[src/rtl/core/orl_pkg.sv]
`timescale 1ns / 1ps
`default_nettype none
// ----------------------------------------------------------------------------
// orl_pkg
// shared widths, operation and status codes and cell control type for the
// ordered reference list
// ----------------------------------------------------------------------------
package orl_pkg;

  // storage defaults
  localparam int unsigned DEPTH_DEF     = 16;
  localparam int unsigned WORD_BITS_DEF = 32;

  // field widths of the channels
  localparam int unsigned FUNC_W   = 2;
  localparam int unsigned POS_W    = 4;
  localparam int unsigned REF_W    = 32;
  localparam int unsigned STATUS_W = 2;
  localparam int unsigned COUNT_W  = 5;
  localparam int unsigned CAP_W    = 5;

  localparam logic [CAP_W-1:0] CAP_RESET = 5'd16;

  // operation codes
  localparam logic [FUNC_W-1:0] FUNC_APPEND = 2'd0;
  localparam logic [FUNC_W-1:0] FUNC_POP    = 2'd1;
  localparam logic [FUNC_W-1:0] FUNC_REMOVE = 2'd2;
  localparam logic [FUNC_W-1:0] FUNC_CLEAR  = 2'd3;

  // status codes
  localparam logic [STATUS_W-1:0] ST_OK        = 2'd0;
  localparam logic [STATUS_W-1:0] ST_NULL      = 2'd1;
  localparam logic [STATUS_W-1:0] ST_FULL      = 2'd2;
  localparam logic [STATUS_W-1:0] ST_NOT_FOUND = 2'd3;

  // per-cell control
  typedef struct packed {
    logic load;   // take the appended word
    logic shift;  // take the word of the next cell up
  } cell_ctrl_t;

endpackage
`default_nettype wire

[src/rtl/core/orl_req_if.sv]
`timescale 1ns / 1ps
`default_nettype none
// ----------------------------------------------------------------------------
// orl_req_if
// request channel: valid/ready handshake with operation, position and word
// ----------------------------------------------------------------------------
interface orl_req_if;
  logic                        valid;
  logic                        ready;
  logic [orl_pkg::FUNC_W-1:0]  func;
  logic [orl_pkg::POS_W-1:0]   position;
  logic [orl_pkg::REF_W-1:0]   ref_word;

  modport source (output valid, output func, output position, output ref_word, input ready);
  modport sink   (input valid, input func, input position, input ref_word, output ready);
endinterface
`default_nettype wire

[src/rtl/core/orl_rsp_if.sv]
`timescale 1ns / 1ps
`default_nettype none
// ----------------------------------------------------------------------------
// orl_rsp_if
// response channel: valid/ready handshake with status, word, position, count
// ----------------------------------------------------------------------------
interface orl_rsp_if;
  logic                          valid;
  logic                          ready;
  logic [orl_pkg::STATUS_W-1:0]  status;
  logic [orl_pkg::REF_W-1:0]     out_word;
  logic [orl_pkg::POS_W-1:0]     found_position;
  logic [orl_pkg::COUNT_W-1:0]   entry_count;

  modport source (output valid, output status, output out_word, output found_position,
                  output entry_count, input ready);
  modport sink   (input valid, input status, input out_word, input found_position,
                  input entry_count, output ready);
endinterface
`default_nettype wire

[src/rtl/core/orl_cell.sv]
`timescale 1ns / 1ps
`default_nettype none
// ----------------------------------------------------------------------------
// orl_cell
// one list entry: holds a word, compares it to the key, loads or shifts down
// ----------------------------------------------------------------------------
module orl_cell #(
  parameter int unsigned WORD_BITS = orl_pkg::WORD_BITS_DEF
) (
  input  wire                     clk_i,
  input  orl_pkg::cell_ctrl_t     ctrl_i,
  input  wire  [WORD_BITS-1:0]    load_word_i,
  input  wire  [WORD_BITS-1:0]    next_word_i,
  input  wire  [WORD_BITS-1:0]    key_i,
  output logic [WORD_BITS-1:0]    word_o,
  output logic                    match_o
);

  logic [WORD_BITS-1:0] word_q, word_d;

  always_comb begin
    word_d = word_q;
    if (ctrl_i.load) begin
      word_d = load_word_i;
    end else if (ctrl_i.shift) begin
      word_d = next_word_i;
    end
  end

  always_ff @(posedge clk_i) begin
    word_q <= word_d;
  end

  assign word_o  = word_q;
  assign match_o = (word_q == key_i);

endmodule
`default_nettype wire

[src/rtl/core/ordered_reference_list_top.sv]
`timescale 1ns / 1ps
`default_nettype none
// ----------------------------------------------------------------------------
// ordered_reference_list_top
// ordered list of nonzero reference words held in a row of cells, with
// append, pop by position, remove by value and clear
// ----------------------------------------------------------------------------
//
//  port      | dir | handshake        | carries
//  ----------+-----+------------------+------------------------------------------
//  req_i     | in  | valid/ready      | func, position, ref_word
//  rsp_o     | out | valid/ready      | status, out_word, found_position, count
//  cfg_*_i   | in  | write enable     | capacity_limit (5 bits)
//
//  a transaction first captures the request, then every cell compares against
//  the key and shifts down in parallel
//  the result sits in an output register; the next request is taken while it
//  waits, and the cell update cycle holds only while that register is full
//  reset clears the count and sets capacity_limit to 16; cell contents are
//  not reset and are only read below the count
//
module ordered_reference_list_top #(
  parameter int unsigned DEPTH     = orl_pkg::DEPTH_DEF,
  parameter int unsigned WORD_BITS = orl_pkg::WORD_BITS_DEF
) (
  input  wire                          clk_i,
  input  wire                          rst_ni,
  orl_req_if.sink                      req_i,
  orl_rsp_if.source                    rsp_o,
  input  wire                          cfg_we_i,
  input  wire  [orl_pkg::CAP_W-1:0]    cfg_wdata_i
);

  // count holds 0..DEPTH; compares are done in a width that fits count,
  // capacity limit and position
  localparam int unsigned CNT_W = $clog2(DEPTH + 1);
  localparam int unsigned IDX_W = $clog2(DEPTH);
  localparam int unsigned CMP_W = (CNT_W > orl_pkg::CAP_W) ? CNT_W : orl_pkg::CAP_W;

  // two-state sequencer
  localparam logic StIdle = 1'b0;
  localparam logic StExec = 1'b1;

  logic state_q, state_d;

  // captured request
  logic [orl_pkg::FUNC_W-1:0] func_q;
  logic [orl_pkg::POS_W-1:0]  pos_q;
  logic [orl_pkg::REF_W-1:0]  ref_q;

  // list control state
  logic [CNT_W-1:0]          count_q, count_d;
  logic [orl_pkg::CAP_W-1:0] cap_q;

  // output register
  logic                         out_valid_q;
  logic [orl_pkg::STATUS_W-1:0] out_status_q, status_d;
  logic [orl_pkg::REF_W-1:0]    out_word_q;
  logic [orl_pkg::POS_W-1:0]    out_pos_q, found_pos_d;
  logic [orl_pkg::COUNT_W-1:0]  out_count_q;

  logic req_fire;
  logic exec_fire;

  // cell row signals
  logic [WORD_BITS-1:0]        key_w;
  logic [WORD_BITS-1:0]        cell_word [DEPTH];
  logic [DEPTH-1:0]            cell_eq;
  logic [DEPTH-1:0]            in_use;
  logic [DEPTH-1:0]            match;
  logic [DEPTH-1:0]            del;
  orl_pkg::cell_ctrl_t         cell_ctrl [DEPTH];

  logic [CMP_W-1:0] count_ext;
  logic [CMP_W-1:0] pos_ext;
  logic             key_null;
  logic             list_full;
  logic             do_append;
  logic             any_del;
  logic [IDX_W-1:0] del_idx;
  logic [WORD_BITS-1:0] del_word;

  // --------------------------------------------------------------------------
  // handshake
  // --------------------------------------------------------------------------
  assign req_i.ready = (state_q == StIdle);
  assign req_fire    = req_i.valid && req_i.ready;
  // cells update only when the output register can take the result
  assign exec_fire   = (state_q == StExec) && (!out_valid_q || rsp_o.ready);

  always_comb begin
    state_d = state_q;
    case (state_q)
      StIdle: begin
        if (req_fire) begin
          state_d = StExec;
        end
      end
      StExec: begin
        if (exec_fire) begin
          state_d = StIdle;
        end
      end
      default: state_d = StIdle;
    endcase
  end

  always_ff @(posedge clk_i or negedge rst_ni) begin
    if (!rst_ni) begin
      state_q <= StIdle;
    end else begin
      state_q <= state_d;
    end
  end

  always_ff @(posedge clk_i) begin
    if (req_fire) begin
      func_q <= req_i.func;
      pos_q  <= req_i.position;
      ref_q  <= req_i.ref_word;
    end
  end

  // --------------------------------------------------------------------------
  // configuration
  // --------------------------------------------------------------------------
  always_ff @(posedge clk_i or negedge rst_ni) begin
    if (!rst_ni) begin
      cap_q <= orl_pkg::CAP_RESET;
    end else if (cfg_we_i) begin
      cap_q <= cfg_wdata_i;
    end
  end

  // --------------------------------------------------------------------------
  // request decode
  // --------------------------------------------------------------------------
  // word narrowed or zero-extended to the storage width
  assign key_w     = WORD_BITS'(ref_q);
  assign key_null  = (key_w == '0);
  assign count_ext = CMP_W'(count_q);
  assign pos_ext   = CMP_W'(pos_q);

  // limit saturates at DEPTH; a limit of zero makes the list always full
  assign list_full = (count_ext >= CMP_W'(cap_q)) || (count_ext >= CMP_W'(DEPTH));
  assign do_append = exec_fire && (func_q == orl_pkg::FUNC_APPEND) && !key_null && !list_full;

  // --------------------------------------------------------------------------
  // row of cells
  // --------------------------------------------------------------------------
  for (genvar i = 0; i < DEPTH; i++) begin : g_cell
    localparam logic [CMP_W-1:0] IdxC      = CMP_W'(i);
    localparam logic [DEPTH-1:0] BelowMask = {DEPTH{1'b1}} >> (DEPTH - i);
    localparam logic [DEPTH-1:0] UpToMask  = {DEPTH{1'b1}} >> (DEPTH - 1 - i);

    logic [WORD_BITS-1:0] next_word;

    assign in_use[i] = (IdxC < count_ext);
    assign match[i]  = cell_eq[i] && in_use[i] && !key_null;

    // deletion target: position for pop, first equal entry for remove
    always_comb begin
      del[i] = 1'b0;
      case (func_q)
        orl_pkg::FUNC_POP:    del[i] = in_use[i] && (IdxC == pos_ext);
        orl_pkg::FUNC_REMOVE: del[i] = match[i] && !(|(match & BelowMask));
        default:              del[i] = 1'b0;
      endcase
    end

    // every cell at or above the deleted one takes its upper neighbor
    assign cell_ctrl[i].shift = exec_fire && (|(del & UpToMask));
    assign cell_ctrl[i].load  = do_append && (IdxC == count_ext);

    if (i == DEPTH - 1) begin : g_last
      assign next_word = cell_word[i];
    end else begin : g_mid
      assign next_word = cell_word[i+1];
    end

    orl_cell #(
      .WORD_BITS (WORD_BITS)
    ) u_cell (
      .clk_i       (clk_i),
      .ctrl_i      (cell_ctrl[i]),
      .load_word_i (key_w),
      .next_word_i (next_word),
      .key_i       (key_w),
      .word_o      (cell_word[i]),
      .match_o     (cell_eq[i])
    );
  end

  // one-hot deletion target to index and word
  always_comb begin
    del_idx  = '0;
    del_word = '0;
    for (int k = 0; k < DEPTH; k++) begin
      if (del[k]) begin
        del_idx  = del_idx | IDX_W'(k);
        del_word = del_word | cell_word[k];
      end
    end
  end

  assign any_del = |del;

  // --------------------------------------------------------------------------
  // result and count
  // --------------------------------------------------------------------------
  always_comb begin
    status_d    = orl_pkg::ST_OK;
    found_pos_d = '0;
    count_d     = count_q;
    case (func_q)
      orl_pkg::FUNC_APPEND: begin
        if (key_null) begin
          status_d = orl_pkg::ST_NULL;
        end else if (list_full) begin
          status_d = orl_pkg::ST_FULL;
        end else begin
          count_d = count_q + CNT_W'(1);
        end
      end
      orl_pkg::FUNC_POP: begin
        if (any_del) begin
          count_d = count_q - CNT_W'(1);
        end else begin
          status_d = orl_pkg::ST_NOT_FOUND;
        end
      end
      orl_pkg::FUNC_REMOVE: begin
        if (any_del) begin
          count_d     = count_q - CNT_W'(1);
          found_pos_d = orl_pkg::POS_W'(del_idx);
        end else begin
          status_d = orl_pkg::ST_NOT_FOUND;
        end
      end
      orl_pkg::FUNC_CLEAR: begin
        count_d = '0;
      end
      default: begin
        count_d = count_q;
      end
    endcase
  end

  always_ff @(posedge clk_i or negedge rst_ni) begin
    if (!rst_ni) begin
      count_q     <= '0;
      out_valid_q <= 1'b0;
    end else begin
      if (exec_fire) begin
        count_q     <= count_d;
        out_valid_q <= 1'b1;
      end else if (rsp_o.ready) begin
        out_valid_q <= 1'b0;
      end
    end
  end

  always_ff @(posedge clk_i) begin
    if (exec_fire) begin
      out_status_q <= status_d;
      out_word_q   <= orl_pkg::REF_W'(del_word);
      out_pos_q    <= found_pos_d;
      out_count_q  <= orl_pkg::COUNT_W'(count_d);
    end
  end

  assign rsp_o.valid          = out_valid_q;
  assign rsp_o.status         = out_status_q;
  assign rsp_o.out_word       = out_word_q;
  assign rsp_o.found_position = out_pos_q;
  assign rsp_o.entry_count    = out_count_q;

`ifndef SYNTHESIS
  // at most one entry is deleted per transaction
  a_del_onehot: assert property (@(posedge clk_i) disable iff (!rst_ni)
    (state_q == StExec) |-> $onehot0(del))
    else $error("more than one deletion target");

  // count never exceeds the number of cells
  a_count_range: assert property (@(posedge clk_i) disable iff (!rst_ni)
    exec_fire |=> (CMP_W'(count_q) <= CMP_W'(DEPTH)))
    else $error("entry count beyond depth");

  // clear empties the list
  a_clear: assert property (@(posedge clk_i) disable iff (!rst_ni)
    (exec_fire && (func_q == orl_pkg::FUNC_CLEAR)) |=> (count_q == '0))
    else $error("clear left entries");

  // a successful append grows the list by exactly one
  a_append: assert property (@(posedge clk_i) disable iff (!rst_ni)
    do_append |=> (count_q == $past(count_q) + CNT_W'(1)))
    else $error("append did not grow the count");

  // a new result only appears after a cell update
  a_rsp_src: assert property (@(posedge clk_i) disable iff (!rst_ni)
    $rose(out_valid_q) |-> $past(exec_fire))
    else $error("result without update");
`endif

endmodule
`default_nettype wire

[src/flat_wrapper.sv]
// flat-port wrapper written by rule: the top's interface ports become plain ports
module ordered_reference_list_top_flat 
#(
  parameter int unsigned DEPTH     = orl_pkg::DEPTH_DEF,
  parameter int unsigned WORD_BITS = orl_pkg::WORD_BITS_DEF
)
  (clk_i, rst_ni, cfg_we_i, cfg_wdata_i, req_i_valid, req_i_func, req_i_position, req_i_ref_word, req_i_ready, rsp_o_valid, rsp_o_status, rsp_o_out_word, rsp_o_found_position, rsp_o_entry_count, rsp_o_ready);
  orl_req_if req_i_i ();
  orl_rsp_if rsp_o_i ();
  input  wire clk_i;
  input  wire rst_ni;
  input  wire cfg_we_i;
  input  wire  [orl_pkg::CAP_W-1:0] cfg_wdata_i;
  input wire logic [$bits(req_i_i.valid)-1:0] req_i_valid;
  input wire logic [$bits(req_i_i.func)-1:0] req_i_func;
  input wire logic [$bits(req_i_i.position)-1:0] req_i_position;
  input wire logic [$bits(req_i_i.ref_word)-1:0] req_i_ref_word;
  output wire logic [$bits(req_i_i.ready)-1:0] req_i_ready;
  output wire logic [$bits(rsp_o_i.valid)-1:0] rsp_o_valid;
  output wire logic [$bits(rsp_o_i.status)-1:0] rsp_o_status;
  output wire logic [$bits(rsp_o_i.out_word)-1:0] rsp_o_out_word;
  output wire logic [$bits(rsp_o_i.found_position)-1:0] rsp_o_found_position;
  output wire logic [$bits(rsp_o_i.entry_count)-1:0] rsp_o_entry_count;
  input wire logic [$bits(rsp_o_i.ready)-1:0] rsp_o_ready;
  assign req_i_i.valid = req_i_valid;
  assign req_i_i.func = req_i_func;
  assign req_i_i.position = req_i_position;
  assign req_i_i.ref_word = req_i_ref_word;
  assign req_i_ready = req_i_i.ready;
  assign rsp_o_valid = rsp_o_i.valid;
  assign rsp_o_status = rsp_o_i.status;
  assign rsp_o_out_word = rsp_o_i.out_word;
  assign rsp_o_found_position = rsp_o_i.found_position;
  assign rsp_o_entry_count = rsp_o_i.entry_count;
  assign rsp_o_i.ready = rsp_o_ready;
  ordered_reference_list_top #(.DEPTH(DEPTH), .WORD_BITS(WORD_BITS)) u_core (.clk_i(clk_i), .rst_ni(rst_ni), .req_i(req_i_i), .rsp_o(rsp_o_i), .cfg_we_i(cfg_we_i), .cfg_wdata_i(cfg_wdata_i));
endmodule
[config.mk]
export PLATFORM = sky130hd
export DESIGN_NAME = ordered_reference_list_top_flat
export DESIGN_NICKNAME = d
export VERILOG_FILES = /design/src/rtl/core/orl_pkg.sv /design/src/rtl/core/orl_req_if.sv /design/src/rtl/core/orl_rsp_if.sv /design/src/rtl/core/orl_cell.sv /design/src/rtl/core/ordered_reference_list_top.sv /design/src/flat_wrapper.sv
export SDC_FILE = /design/constraint.sdc
export NUM_CORES = 2
export LEC_CHECK = 0
export BUFFER_PORTS_ARGS = -buffer_cell sky130_fd_sc_hd__buf_2
export CAP_MARGIN = 10
export CORE_MARGIN = 5
export CORE_UTILIZATION = 64
export DETAILED_ROUTE_END_ITERATION = 10
export PLACE_DENSITY = 0.93
export SKIP_LAST_GASP = 1
export SLEW_MARGIN = 40
export SYNTH_ARGS = -nofsm -noshare
export SYNTH_HDL_FRONTEND = slang
export SYNTH_SLANG_ARGS = --single-unit
[constraint.sdc]
create_clock -name clk_i -period 6.4 [get_ports clk_i]
set_input_delay 0.32 -clock clk_i [delete_from_list [all_inputs] [get_ports clk_i]]
set_output_delay 0.32 -clock clk_i [all_outputs]
set_load 0.01 [all_outputs]
==> impl_metrics.env <==
export IMPL_status="finished, final reports clean"
export IMPL_setup_violations=0
export IMPL_ys_seq_elements=605
export IMPL_timing_worst_setup_path_type="reg -> reg"
export IMPL_drtIter0Drc=6350
export IMPL_cts_tree="built"
export IMPL_vias=26847
export IMPL_clk_root_buffer_cell="clkbuf_16"
export IMPL_synth_edf_count=593
export IMPL_start_kind="flop"
export IMPL_yosysSeqAreaShare_pct=52.16
export IMPL_rows=85
export IMPL_yosysUniqueCellTypes=77
export IMPL_critPathTopFamily="simple AND/OR/NAND/NOR gates"
export IMPL_globalplace_congestion=1.114
export IMPL_hold_viol_final=0
export IMPL_grt_start_max_net_pins=62
export IMPL_synth_ff_type="edfxtp_1"
export IMPL_die_area_sq_um=59000
export IMPL_core_area_sq_um=53810
export IMPL_timing_final_crit_share_pct=87.83
export IMPL_syn_avg_cell_area_sq_um=12.91
export IMPL_cts_path_max_buffers=3
export IMPL_async_reset_ff_share_pct=1.983
export IMPL_p_total_mw=9.450
export IMPL_crit_path_max_fanout=22
export IMPL_ant_nets=0
export IMPL_yosys_area_share_simple_pct=7.673
export IMPL_critPathMaxStageDelay_ns=1.03
export IMPL_ios=93
export IMPL_crit_chain="buf_4 -> xor2_1 -> nor4_1 -> nand3_1 -> nor4b_1 -> nor2_1 -> nor4_1 -> or3_1 -> a211o_1 -> a31oi_1 -> o2bb2a_1"
export IMPL_clock_sinks=605
export IMPL_cts_resized=0
export IMPL_layout_setup_ws_ns=0.7787
export IMPL_layout_drive_gt1_share_pct=29.65
export IMPL_die_x_um=242.9
export IMPL_postCtsHoldBufs=42
export IMPL_drc=0
export IMPL_cp_common_cell="nor4_1"
export IMPL_grt_pass1_vias=25062
export IMPL_synth_compound_area_share_pct=7.842
export IMPL_n_fill_cell=3453
export IMPL_grt_usage_pct=40.79
export IMPL_path_buf_inv=1
export IMPL_grt_overflow=0
export IMPL_ys_warn_count=0
export IMPL_muxShareOfSynthArea_pct=15.63
export IMPL_wire_per_inst_um=35.80
export IMPL_max_clock_freq_mhz=177.9
export IMPL_synth_xor_area_share_pct=12.99
export IMPL_htree_num_levels=3
export IMPL_tns_ns=0
export IMPL_drv_cap=0
export IMPL_grt_antenna_before_repair=9
export IMPL_syn_inst=2689
export IMPL_pre_cts_slack_ns=1.234
export IMPL_syn_num_nets=2752
export IMPL_power_density_nw_per_um2=245.5
export IMPL_synth_top_family_by_area="multiplexers"
export IMPL_clkTransAtPathRegs_ns=0.06
export IMPL_arrival_ns=5.97
export IMPL_wirelength_um=125000
export IMPL_skew_ns=0.03199
export IMPL_syn_area_sq_um=34720
export IMPL_rsz0062_at_grt="false"
export IMPL_clk_latency_ns=0.63
export IMPL_cp_required_ns=6.75
export IMPL_cpMaxStageDelayCell="nor4_1"
export IMPL_numPortBuffers=92
export IMPL_tightestPinTransition_ns=1.176
export IMPL_post_drt_via_cell_ratio=7.688
export IMPL_fin_util_pct=71.53
export IMPL_slew_violations=0
export IMPL_numCtsBuffers=67
export IMPL_period_needed_ns=5.621
export IMPL_layout_commonest_cell="edfxtp_1"
export IMPL_ir_drop_v=0.0002155
export IMPL_ff_latch_area_sq_um=18110
export IMPL_endpoint_kind="flop"
export IMPL_chipHeight_um=242.9
export IMPL_initial_utilization_pct=64.51
export IMPL_relSlewSlack_pct=20.89
export IMPL_synthAdderAreaFrac_pct=0.5406
export IMPL_area_growth_pct=10.88
export IMPL_leakagePower_nw=13.05
export IMPL_multiInputGateArea_sq_um=15720
export IMPL_grt_pass1_wl_um=178200
export IMPL_dp_hpwl_um=87720
export IMPL_first_pass_iters=9
export IMPL_fin_nets=2807
export IMPL_worst_hold_path_type="in -> reg"
export IMPL_post_cts_buffers=0
export IMPL_layout_common_cells="edfxtp_1 (593), mux2_2 (481), xor2_1 (340), xnor2_1 (175), nand2_1 (115)"
-- flip-flops by register name (all words and copies together) (netlist names), 2 cells and up --
signal and flops:
u_core.rsp_o.entry_count 5, u_core.count_ext 5, u_core.func_q 2, u_core.pos_q 4
u_core.rsp_o.found_position 4, u_core.rsp_o.status 2, u_core.g_cell.u_cell.word_o 512, u_core.key_w 32
u_core.rsp_o.out_word 32, u_core.cap_q 5
-- cell usage after synthesis (20+ instances only) --
cell type	instances	area, sq um
a21boi_0	32	240.2
a21oi_1	22	110.1
a221o_1	32	320.3
a221oi_1	23	201.4
a222oi_1	64	640.6
a22oi_1	64	480.5
buf_2	58	290.3
clkbuf_1	170	638.1
edfxtp_1	593	17810
mux2_2	481	5416
nand2_1	115	431.7
nand3_1	26	130.1
nand4_1	101	631.9
nor2_1	33	123.9
nor3_1	28	140.1
nor4_1	110	688.2
o21ai_0	20	100.1
xnor2_1	175	1533
xor2_1	340	2978
-- area by class of cell --
| type | count | area share (%) |
|---|---|---|
| flip-flops and latches | 605 | 47.04 |
| multi-input cells | 1821 | 40.84 |
| clock buffers | 86 | 4.703 |
| repair buffers | 234 | 4.359 |
| well taps | 696 | 2.262 |
| clock inverters | 32 | 0.6273 |
| inverters | 15 | 0.1463 |
| diodes | 3 | 0.01950 |
-- worst register-to-register path, delay by kind of cell (launching register included) --
family	cells	cell delay [ns]
DFF	1	0.83
AOI/OAI and AO/OA	3	0.98
and+or+nand+nor	6	2.84
buffers and inverters	1	0.45
xor gates and xnor gates	1	0.26
-- layer usage --
metal  GRT usage, %  vias up  share of wire (%)
met3          15.85      568                 17
met1          55.09    12896                 34
met5              0        -              0.070
li1               -    10448                  -
met4          19.76       12                7.4
met2          58.13     2923                 41
-- final timing paths --
kind                                    start                           to  slack (ns)  cells past startpoint
hold reg to reg            u_core.rsp_o.valid           u_core.rsp_o.valid        0.54                      2
min in group asynchronous              rst_ni              u_core.cap_q[2]        0.14                      2
setup / recovery             u_core.key_w[10]  u_core.rsp_o.entry_count[4]        0.78                     11
max in group asynchronous              rst_ni              u_core.cap_q[4]        5.98                      2
setup reg to reg             u_core.key_w[10]  u_core.rsp_o.entry_count[4]        0.78                     11
hold / removal                    rsp_o_ready           u_core.rsp_o.valid        0.03                      3
-- metrics by stage --
| step | instance area (sq um) | std cells | hold slack, ns |
|---|---|---|---|
| floorplan | 34720 | 2689 | 0.02441 |
| global placement | 35910 | 3325 | 0.2076 |
| detailed placement | 35910 | 3325 | 0.2193 |
| CTS | 38390 | 3485 | 0.003666 |
| global route | 38490 | 3489 | 0.01907 |
| finish | 38500 | 3492 | 0.02600 |
-- report_power, final --
part / switching (mW) / internal, mW
registers: 0.160 / 4.45
clock network: 1.64 / 2.09
logic: 0.755 / 0.358
-- kinds of logic after synthesis --
kind of cell,count (synthesis)
compound gates,329
xor+xnor,515
fa+ha+maj,15
buf+inv,263
flops,605
mux,482
simple gates,480
No activity file was read; power rests on OpenSTA's default activity.
